`src/pau_pkg.sv`:
```
// Shared constants, types and helpers for the polynomial arithmetic unit.
package pau_pkg;

  localparam int MaxDegree = 15;
  localparam int FracBits  = 16;
  localparam int NStore    = MaxDegree + 1;
  localparam int NWork     = 2 * MaxDegree + 1;
  localparam int SlotW     = 4;
  localparam int PowW      = 5;
  localparam int WorkW     = 56;

  localparam logic [1:0] KindLoadA = 2'd0;
  localparam logic [1:0] KindLoadB = 2'd1;
  localparam logic [1:0] KindStart = 2'd2;

  localparam logic [1:0] OpAdd = 2'd0;
  localparam logic [1:0] OpSub = 2'd1;
  localparam logic [1:0] OpMul = 2'd2;
  localparam logic [1:0] OpDiv = 2'd3;

  localparam logic [1:0] PartMain = 2'd0;
  localparam logic [1:0] PartQuot = 2'd1;
  localparam logic [1:0] PartRem  = 2'd2;

  // Request to the shared signed divider.
  typedef struct packed {
    logic               start;
    logic signed [63:0] num;
    logic signed [31:0] den;
  } div_req_t;

  typedef struct packed {
    logic               busy;
    logic               done;
    logic signed [63:0] quo;
  } div_rsp_t;

  function automatic logic signed [31:0] sat32(input logic signed [63:0] v);
    if (v > 64'sd2147483647) return 32'sh7fffffff;
    if (v < -64'sd2147483648) return 32'sh80000000;
    return v[31:0];
  endfunction

  function automatic logic signed [55:0] sat56(input logic signed [63:0] v);
    logic signed [63:0] mx;
    logic signed [63:0] mn;
    mx = (64'sd1 <<< 55) - 64'sd1;
    mn = -(64'sd1 <<< 55);
    if (v > mx) return mx[55:0];
    if (v < mn) return mn[55:0];
    return v[55:0];
  endfunction

endpackage

```
`src/pau_divider.sv`:
```
// Restoring signed divider, one quotient bit per cycle, truncating toward zero.
module pau_divider
  import pau_pkg::*;
(
  input  logic     clk,
  input  logic     rst,
  input  div_req_t req,
  output div_rsp_t rsp
);

  logic [63:0] rem;
  logic [63:0] quo;
  logic [31:0] dmag;
  logic        neg;
  logic [6:0]  cnt;
  logic        busy;
  logic        done;
  logic [64:0] trial;
  logic [63:0] num_mag;

  assign num_mag = req.num[63] ? 64'(-req.num) : req.num;
  assign trial   = {rem, quo[63]} - {33'd0, dmag};

  always_ff @(posedge clk) begin
    if (rst) begin
      busy <= 1'b0;
      done <= 1'b0;
      cnt  <= '0;
    end else begin
      done <= 1'b0;
      if (req.start) begin
        busy <= 1'b1;
        cnt  <= 7'd64;
        rem  <= '0;
        quo  <= num_mag;
        dmag <= req.den[31] ? 32'(-req.den) : req.den;
        neg  <= req.num[63] ^ req.den[31];
      end else if (busy) begin
        if (!trial[64]) begin
          rem <= trial[63:0];
          quo <= {quo[62:0], 1'b1};
        end else begin
          rem <= {rem[62:0], quo[63]};
          quo <= {quo[62:0], 1'b0};
        end
        cnt <= cnt - 7'd1;
        if (cnt == 7'd1) begin
          busy <= 1'b0;
          done <= 1'b1;
        end
      end
    end
  end

  assign rsp.busy = busy;
  assign rsp.done = done;
  assign rsp.quo  = neg ? 64'(-quo) : quo;

endmodule

```
`config.mk`:
```
export PLATFORM = sky130hd
export DESIGN_NAME = pau_divider
export DESIGN_NICKNAME = d
export VERILOG_FILES = /design/src/pau_pkg.sv /design/src/pau_divider.sv
export SDC_FILE = /design/constraint.sdc
export NUM_CORES = 1
export LEC_CHECK = 0
export ABC_CLOCK_PERIOD_IN_PS = 14800
export BUFFER_PORTS_ARGS = -buffer_cell sky130_fd_sc_hd__buf_2
export CORE_MARGIN = 5
export CORE_UTILIZATION = 40
export DETAILED_ROUTE_END_ITERATION = 12
export GPL_TIMING_DRIVEN = 0
export PLACE_DENSITY_LB_ADDON = 0.1
export RECOVER_POWER = 25
export SETUP_SLACK_MARGIN = 0.15
export SYNTH_ARGS = -nofsm -noshare
export SYNTH_HDL_FRONTEND = slang
export SYNTH_SLANG_ARGS = --single-unit
```
`constraint.sdc`:
```
create_clock -name clk -period 14.8 [get_ports clk]
set_input_delay 0.74 -clock clk [delete_from_list [all_inputs] [get_ports clk]]
set_output_delay 0.74 -clock clk [all_outputs]
set_load 0.01 [all_outputs]
```
* Word-level counts from Yosys, hierarchy flattened
Index checks and enable logic that the tools add are counted.
** Storage, ports and cells
- Register bits after elaboration :: 170
** Operators by class
- Add/sub/neg operators :: 5
- Eq/ne operators :: 1
- Muxes and demuxes :: 14
- Bitwise gates (word level) :: 3
- Reductions and logical operators :: 5
** Operators by type and width (count)
- 64-bit 2-to-1 mux :: 6
- 64-bit negator :: 2
- 65-bit by 32-bit subtractor with 65-bit output :: 1
- 32-bit negator :: 1
- 31-bit 2-to-1 mux :: 1
- 7-bit 2-to-1 mux :: 2
- 7-bit by 1-bit == test with 1-bit output, second input constant :: 1
- 7-bit by 1-bit subtractor with 7-bit output, second input constant :: 1
- 1-bit 2-to-1 mux :: 5
- 2-bit AND reduction :: 2
- 3-bit OR reduction :: 1
- 1-bit inverter :: 2
- 2-bit nonzero test :: 1
- 2-bit OR reduction :: 1
- 1-bit XOR :: 1

* Longest topological paths before layout
Gate-level depths: netlist (run 1).
- Depth in word-level cells :: 4
- Depth in mapped cells :: 14

* Worst setup path before layout (run 1)
OpenSTA, ideal clock, no wires.
- Kind :: input to register
- Start :: in req[96] (netlist name)
- End :: reg quo[0] (enable)
- Setup time :: 0.616 ns
- Data arrival time :: 6.856 ns
- Required time :: 14.184 ns
- Slack :: 7.328 ns
- Cell stages on the path :: 5
- Buffers on the path :: 3
- Cell sequence :: clkbuf_1 -> clkbuf_1 -> clkbuf_1 -> nor2_1 -> nor2_1
** On the way
- Word-level cells in the longest chain between the ends :: 2
** Ends and longest elaborated chain
- start: declaration :: RTL line pau_divider.sv:7 : input div_req_t req,
- 2-bit nonzero test (no source line)
- 2-bit AND reduction (no source line)
- end signal: assignment :: RTL line pau_divider.sv:35 : quo <= num_mag;
- end signal: assignment :: RTL line pau_divider.sv:41 : quo <= {quo[62:0], 1'b1};
- end signal: assignment :: RTL line pau_divider.sv:44 : quo <= {quo[62:0], 1'b0};
- end: declaration :: RTL line pau_divider.sv:12 : logic [63:0] quo;
Every way passes these cells.
A chain may end at the register's enable or synchronous reset.

==> impl_metrics.toml, run 1 <==
[critical_path]
worstPathRequired_ns = 14.06
r2r-start = "rem[9]"
timing.critical_path.buf_inv = 2
rr_worst_depth = 12
crit_path_start_kind = "flop"
r2r-end = "rem[49]"
crit_cells = 10
critical_path_class = "flop to output port"
arrival_ns = 4.58
reg2reg_slack_ns = 10.55
path_cells = "or3_1 -> nor4_1 -> nand4_1 -> or4_1 -> or3_1 -> clkbuf_1 -> or2_1 -> o41ai_2 -> xnor2_1 -> buf_2"
critPathMaxFanout = 8
cp_slowest_cell = "nor4_1"
crit_top_cell = "or3_1"
critPathTopFamily = "simple AND/OR/NAND/NOR gates"
slowest_delay_ns = 0.67
endpoint_kind = "output port"

[timing]
max_freq_mhz = 188
hold_viol = 0
hold_ws_ns = 0.497
clock_skew_ns = 0.00896
layout_min_cycle_time_ns = 5.32
finalSetupViolations = 0
max_slew.worst_pin.slew_ns = 1.96
drv_slew = 34
fin_ws_ns = 9.48
fin_crit_sh_pct = 36.0
relSlewSlack_pct = -30.7
fin_setup_tns_ns = 0
rsz0062_at_grt = "false"

[logic_synthesis]
synthTopCellsByArea = "edfxtp_1 (38%), xnor2_1 (7.4%), xor2_1 (6.0%)"
yosysUniqueCellTypes = 62
yosysSeqAreaShare_pct = 39.7
synth_top_area_cell = "edfxtp_1"
synthFlopType = "edfxtp_1"
syn_area_per_cell_sq_um = 9.02
ys_warn_count = 0
synthArstFlopShare_pct = 0
synth.top_cell.area_share_pct = 38.3
synth_cells = 1400
synth_seq_cells = 170
synth_edf_count = 161
synth_area_sq_um = 12600
syn_nets = 1537

[clock_tree]
cts_made_buffers = 17
h-tree-depth = 4
cts-hold-fix-buffers = 0
root_buffer = "clkbuf_16"
cts_resized = 0
cts_tree = "yes"
cts_setup_buffers = 0
clkSlewWorstSetupHoldPaths_ns = 0.07
cts.sinks = 170
clock_path_buffers = 2
clkLatencyLatePin_ns = 0.44

[layout]
finish.utilization_pct = 46.5
finalNetCount = 1723
drive_gt1_share_pct = 14.5
area_growth_pct = 15.5
final_common_cell = "edfxtp_1"
fillCellCount = 3165
n_antenna_cell = 0
final_cell_mix = "edfxtp_1 (161), buf_2 (154), nand2_1 (139)"

[die]
dieArea_sq_um = 35200
die_h_microns = 188
die_x_microns = 188
start_util_pct = 40.2
rows = 65
core_area_sq_um = 31400
ios = 165

[routing]
antenna_left = 0
drt_iter0_drc = 883
post-route-drc-count = 0
firstDrtPassIters = 5
via_per_inst = 5.57
num_vias = 11100
wl_per_cell_microns = 18.7
routed_wirelength_mm = 37.4

[flow_run]
max-cap-violations = 1

[outcome]
failed_checks = "max-capacitance violations, max-slew violations"
outcome = "complete, but fails checks"

[placed_design]
dp_hpwl_mm = 28.8
post-place-ws_ns = 9.98
routabilityCongestion = 0.896
portBuffers = 162

[global_route]
overflow = 0
antenna_found_initial = 2
grt_pass1_wl_mm = 58.9
grt_pass1_vias = 10800
grt_max_degree = 34
track_usage_pct = 20.9

[pwr]
p_leak_nw = 5.28
vdd_ir_drop_max_v = 0.0000863
p_per_area_nw_per_um2 = 97.8

[hold_path]
hold_path.class = "flop to flop"
min-delay-start = "cnt[1]"
holdPathStages = 2
holdPathEnd = "cnt[1]"
cells in the mapped netlist, types with 4 or more instances:
| cell type | n |
|---|---|
| edfxtp_1 | 161 |
| nand2_1 | 139 |
| a21oi_1 | 137 |
| nor2_1 | 132 |
| xnor2_1 | 107 |
| xor2_1 | 87 |
| o21ai_0 | 84 |
| inv_1 | 54 |
| clkbuf_1 | 52 |
| o31ai_1 | 49 |
| ha_1 | 37 |
| or4_1 | 30 |
| nor3_1 | 28 |
| o41ai_1 | 27 |
| or3_1 | 26 |
| nor2b_1 | 23 |
| nand2b_1 | 21 |
| nand3_1 | 21 |
| mux2_2 | 20 |
| nor4_1 | 18 |
| nand4_1 | 14 |
| a211oi_1 | 10 |
| a21o_1 | 9 |
| dfxtp_1 | 9 |
| or2_2 | 9 |
| o21a_1 | 8 |
| and3_1 | 7 |
| buf_1 | 7 |
| o21bai_1 | 7 |
| o211ai_1 | 6 |
| nand3b_1 | 5 |
| and2_1 | 4 |
power breakdown:
part / internal [mW] / leakage (nW) / total [mW] / switching [mW]
Combinational: 0.147 / 3.39 / 0.369 / 0.222
Sequential: 0.574 / 1.61 / 0.605 / 0.0305
Clock: 0.249 / 0.277 / 0.453 / 0.204
Total: 0.970 / 5.28 / 1.43 / 0.456
through the flow:
stage	total power, mW	cell area, sq um	cells
6_report	1.43	14600	2001
5_1_grt	1.51	14600	2001
4_1_cts	1.44	14600	2001
3_5_place_dp	0.984	14100	1969
3_3_place_gp	0.983	13900	1964
2_1_floorplan	0.856	12600	1400
registers in the layout, summed over array words and instances (netlist names):
signal / flops
cnt: 7
done: 1
rem: 64
dmag: 32
neg: 1
busy: 1
quo: 64
worst reg2reg max path, delay by kind of cell (launching register included):
kind                       cells  cell delay (ns)
buffers and inverters          2             0.59
muxes                          1             0.30
DFF                            1             0.39
AOI/OAI and AO/OA              6             2.25
adders and majority gates      1             0.29
and+or+nand+nor                2             0.18
cell type report:
class,count,area [sq um],area share [%]
Clock inverter,15,149,1.02
Sequential cell,170,5010,34.4
Multi-Input combinational cell,1113,7160,49.1
Inverter,54,203,1.39
Timing Repair Buffer,167,891,6.10
Tap cell,402,503,3.45
Clock buffer,17,425,2.91
Buffer,63,245,1.68
per-layer routing:
metal  track usage (%)  routed length, microns
met3              3.39                    2340
met1              28.9                   17100
met5                 0                      27
met4              5.84                     767
met2              34.1                   17200
worst max-delay path by stage:
| stage | startpoint | end |
|---|---|---|
| 2_1_floorplan | req[96] | quo[0] |
| 4_1_cts | quo[5] | rsp[59] |
| 5_1_grt | quo[5] | rsp[59] |
| 3_5_place_dp | quo[5] | rsp[59] |
| 6_report | quo[5] | rsp[63] |
| 3_3_place_gp | req[96] | rem[8] |
logic make-up (layout without fill, tap and decap cells):
group                    after synthesis  count (layout)  share of synthesized area, %
AO/OA/AOI/OAI                        360             360                          17.6
XOR/XNOR                             194             194                          13.4
adder cells (fa/ha/maj)               38              38                          3.82
buffers and inverters                117             316                          3.57
flip-flops                           170             170                          39.7
multiplexers                          21              21                          1.86
AND/OR/NAND/NOR                      500             500                          20.0
Note: power is estimated with default switching activity, not from simulation.
==> run 2: changes to the inputs <==
ABC_CLOCK_PERIOD_IN_PS = 4700   (was 14800)
clock period = 4.7 ns   (was 14.8 ns; I/O delays follow)
==> run 2 against run 1 <==
The run still ends with max-capacitance violations, max-slew violations left. Register-to-register slack worse by 10 ns. Critical endpoint unchanged. Cell area is 0.33% higher. Count of clock-buffer cells in the layout is 4 higher. Critical path depth stayed put. Largest cell class unchanged. Via count is 0.76% higher. Clock power grew to 3.0 times the previous value. Worst hold slack worse by 0.44 ns. Global-route usage is 0.16 points higher. Clock skew is 0.0094 ns higher.
==> impl_metrics.toml, run 2 (synthesis results as in run 1) <==
[clock_tree]
cts_made_buffers = 17
clock_path_buffers = 2
clkLatencyLatePin_ns = 0.44
h-tree-depth = 4
root_buffer = "clkbuf_16"
clkSlewWorstSetupHoldPaths_ns = 0.07
cts_tree = "yes"
cts.sinks = 170

[layout]
final_common_cell = "edfxtp_1"
finalNetCount = 1726
final_cells = 2006
area_growth_pct = 15.9
largestRegisters = "quo: 64 flops, rem: 64 flops, dmag: 32 flops"
drive_gt1_share_pct = 15.0
final_cell_mix = "edfxtp_1 (161), buf_2 (154), nand2_1 (139)"

[flow_run]
max-cap-violations = 1

[die]
core_area_sq_um = 31400
ios = 165
start_util_pct = 40.2
die_x_microns = 188
dieArea_sq_um = 35200
rows = 65
die_h_microns = 188

[routing]
routed_wirelength_mm = 37.8
via_per_inst = 5.60
drt_iter0_drc = 873
wl_per_cell_microns = 18.9
firstDrtPassIters = 5
post-route-drc-count = 0
antenna_left = 0
num_vias = 11200

[timing]
layout_min_cycle_time_ns = 4.37
relSlewSlack_pct = -28.1
fin_crit_sh_pct = 93.1
max_freq_mhz = 229
clock_skew_ns = 0.0184
fin_setup_tns_ns = 0
rsz0062_at_grt = "false"
drv_slew = 34
finalSetupViolations = 0
max_slew.worst_pin.slew_ns = 1.92
hold_viol = 0

[critical_path]
endpoint_kind = "output port"
worstPathRequired_ns = 4.47
crit_path_start_kind = "flop"
arrival_ns = 4.14
crit_start = "quo[23]"
critical_path_class = "flop to output port"
r2r-start = "rem[31]"
reg2reg_slack_ns = 0.48
critPathMaxFanout = 8

[global_route]
antenna_found_initial = 3
grt_pass1_wl_mm = 60.1
overflow = 0
grt_max_degree = 34
grt_pass1_vias = 11200
track_usage_pct = 21.1

[hold_path]
hold_path.class = "primary input to flop"
min-delay-start = "rst"

[placed_design]
dp_hpwl_mm = 28.7
routabilityCongestion = 0.895
portBuffers = 162
dp.cells = 1970

[outcome]
failed_checks = "max-capacitance violations, max-slew violations"
outcome = "complete, but fails checks"

[pwr]
seqPwrFrac_pct = 42.9
p_sw_share_pct = 32.5
p_switching_mw = 1.45
p_per_area_nw_per_um2 = 304
vdd_ir_drop_max_v = 0.000238
p_leak_nw = 5.31
intPower_mw = 3.00
pwr-share-clk_pct = 30.9
combPwrFrac_pct = 26.2
run 2: worst paths after layout:
| kind | endpoint | cells after the start |
|---|---|---|
| worst min register to register | cnt[1] | 2 |
| worst max-delay path | rsp[63] | 10 |
| worst max register to register | rem[49] | 11 |
| worst min-delay path | cnt[6] | 2 |
run 2: final cells by class:
cell class	count	area, sq um
clock inverter	11	81.3
tap	402	503
timing repair buffer	170	917
sequential	170	5010
fill	3106	16700
multi-input combinational	1113	7200
inverter	54	203
clock buffer	21	472
buffer	63	245
antenna	2	5.00
run 2: power groups by stage:
| stage | clock network, mW | registers, mW | logic, mW |
|---|---|---|---|
| finish | 1.38 | 1.91 | 1.17 |
| global route | 1.46 | 1.92 | 1.30 |
| CTS | 1.40 | 1.90 | 1.17 |
| detailed placement | 0 | 1.94 | 1.16 |
| global placement | 0 | 1.94 | 1.14 |
| floorplan | 0 | 1.91 | 0.780 |
run 2: metal layers:
metal | GRT usage [%] | part of all wire (%)
met1 | 28.4 | 45
met2 | 34.8 | 46
met3 | 3.72 | 6.5
met4 | 6.27 | 2.2
met5 | 0 | 0.053
run 2: metrics by stage:
step	worst slack, ns	power (mW)	utilization, %	hold WS [ns]	instance area, sq um
3_3_place_gp	-0.524	3.08	44.5	0.483	14000
5_1_grt	0.178	4.68	46.6	0.0659	14600
6_report	0.325	4.45	46.6	0.0603	14600
4_1_cts	0.208	4.47	46.7	0.0330	14700
2_1_floorplan	1.26	2.69	-	0.304	12600
3_5_place_dp	0.463	3.10	44.9	0.481	14100
run 2: worst max-delay path: stages (launching register included):
cell and delay [ns]:
edfxtp_1 0.45, or4_4 0.60, nor4_4 0.35, nand4_1 0.22, or4_1 0.52, or3_1 0.33
clkbuf_1 0.22, or2_4 0.33, o41ai_2 0.24, xnor2_1 0.24, buf_2 0.20
run 2: repair_timing:
| action | in CTS | in global routing |
|---|---|---|
| hold buffers | 0 | 0 |
| endpoints found under the setup margin | 5 | 4 |
| cloned | 0 | 0 |
| setup buffers | 1 | 1 |
| pin swaps | 1 | 1 |
| gates resized for setup | 3 | 3 |
==> run 3: changes to the inputs <==
CTS_BUF_LIST = sky130_fd_sc_hd__clkbuf_2 sky130_fd_sc_hd__clkbuf_4 sky130_fd_sc_hd__clkbuf_8   (was not set)
SKIP_CTS_REPAIR_TIMING = 1   (was not set)
==> run 3 against run 2 <==
The run still ends with max-capacitance violations, max-slew violations left. Combinational power barely moved. Sequential share of layout area is 0.41 points higher. Cell count did not move. Wire length shrank 0.29%. Largest power group unchanged. Highest routed layer unchanged.
==> impl_metrics.toml, run 3 (synthesis results as in run 1) <==
[outcome]
outcome = "complete, but fails checks"
failed_checks = "max-capacitance violations, max-slew violations"

[placed_design]
dp.cells = 1970
routabilityCongestion = 0.895
portBuffers = 162
dp_hpwl_mm = 28.7
dpl_cell_area_sq_um = 14100

[critical_path]
worstPathRequired_ns = 4.47
r2r-start = "rem[31]"
crit_path_start_kind = "flop"
critical_path_class = "flop to output port"
reg2reg_slack_ns = 0.46
arrival_ns = 4.17
endpoint_kind = "output port"
rr_worst_depth = 11
r2r-end = "rem[49]"
critPathMaxFanout = 8

[routing]
post-route-drc-count = 0
via_per_inst = 5.59
drt_iter0_drc = 830
routed_wirelength_mm = 37.7
antenna_left = 0
num_vias = 11200
firstDrtPassIters = 5
wl_per_cell_microns = 18.8

[die]
core_area_sq_um = 31400
dieArea_sq_um = 35200
start_util_pct = 40.2
rows = 65
die_h_microns = 188
die_x_microns = 188
ios = 165

[timing]
layout_min_cycle_time_ns = 4.40
relSlewSlack_pct = -29.1
drv_slew = 34
finalSetupViolations = 0
fin_crit_sh_pct = 93.7
hold_viol = 0
max_freq_mhz = 227
rsz0062_at_grt = "true"
max_slew.worst_pin.slew_ns = 1.94
clock_skew_ns = 0.0275

[clock_tree]
clock_path_buffers = 2
h-tree-depth = 4
cts_tree = "yes"
root_buffer = "clkbuf_8"
cts_made_buffers = 17
clkLatencyLatePin_ns = 0.47
clkSlewWorstSetupHoldPaths_ns = 0.10
cts.sinks = 170

[layout]
drive_gt1_share_pct = 15.2
final_cell_mix = "edfxtp_1 (161), buf_2 (155), nand2_1 (139)"
largestRegisters = "quo: 64 flops, rem: 64 flops, dmag: 32 flops"
final_cells = 2006
final_common_cell = "edfxtp_1"
fillCellCount = 3128
final_area_sq_um = 14500
area_growth_pct = 14.5
finalNetCount = 1726

[global_route]
grt_max_degree = 34
grt_pass1_wl_mm = 59.9
track_usage_pct = 21.0
antenna_found_initial = 3
grt_pass1_vias = 11200
overflow = 0

[hold_path]
min-delay-start = "rst"
holdPathStages = 2
hold_path.class = "primary input to flop"
holdPathEnd = "cnt[6]"

[pwr]
p_per_area_nw_per_um2 = 285
p_leak_nw = 5.23
vdd_ir_drop_max_v = 0.000143

[flow_run]
max-cap-violations = 1
## run 3: critical path, cell delays in order (launching register included)
cell and delay (ns):
edfxtp_1 0.45, or4_4 0.60, nor4_4 0.33, nand4_1 0.26, or4_4 0.51, or3_1 0.31, clkbuf_1 0.22, or2_4 0.33
o41ai_2 0.24, xnor2_1 0.24, buf_2 0.20
## run 3: final cells by class
class	instances	area, sq um	area share (%)
clock buffer	20	263	1.82
sequential	170	5010	34.7
clock inverter	12	111	0.770
buffer	63	245	1.70
tap	402	503	3.48
multi-input combinational	1113	7200	49.8
inverter	54	203	1.40
antenna	2	5.00	0.0346
timing repair buffer	170	921	6.37
## run 3: per-layer routing
metal | global-route usage, % | up-vias | wire length [microns]
met1 | 28.3 | 5325 | 17400
li1 | - | 5486 | -
met3 | 3.35 | 49 | 2170
met2 | 34.7 | 350 | 17300
met5 | 0 | - | 20
met4 | 6.63 | 4 | 872
## run 3: where the power goes
group          switching, mW  leakage (nW)  internal [mW]  total [mW]
combinational          0.702          3.42          0.465        1.17
clock                  0.596         0.200          0.453        1.05
sequential            0.0988          1.61           1.81        1.91
## run 3: stage by stage
step	utilization, %	power, mW	hold WS [ns]	worst slack [ns]	setup TNS (ns)
floorplan	-	2.69	0.304	1.26	0
global placement	44.5	3.08	0.483	-0.524	-65.29
detailed placement	44.9	3.10	0.481	0.463	0
CTS	46.1	4.15	-0.0122	-0.0562	-0.0562
global route	46.1	4.35	0.00813	0.0961	0
finish	46.1	4.12	0.0280	0.298	0
## run 3: worst max path at each step
stage	startpoint	to	slack, ns	depth (start not counted)
global route	quo[23]	rsp[63]	0.1	10
finish	quo[23]	rsp[63]	0.30	10
CTS	quo[23]	rsp[63]	-0.06	10
global placement	req[96]	rem[8]	-0.52	5
detailed placement	quo[23]	rsp[63]	0.46	10
floorplan	rem[9]	rem[49]	1.26	12
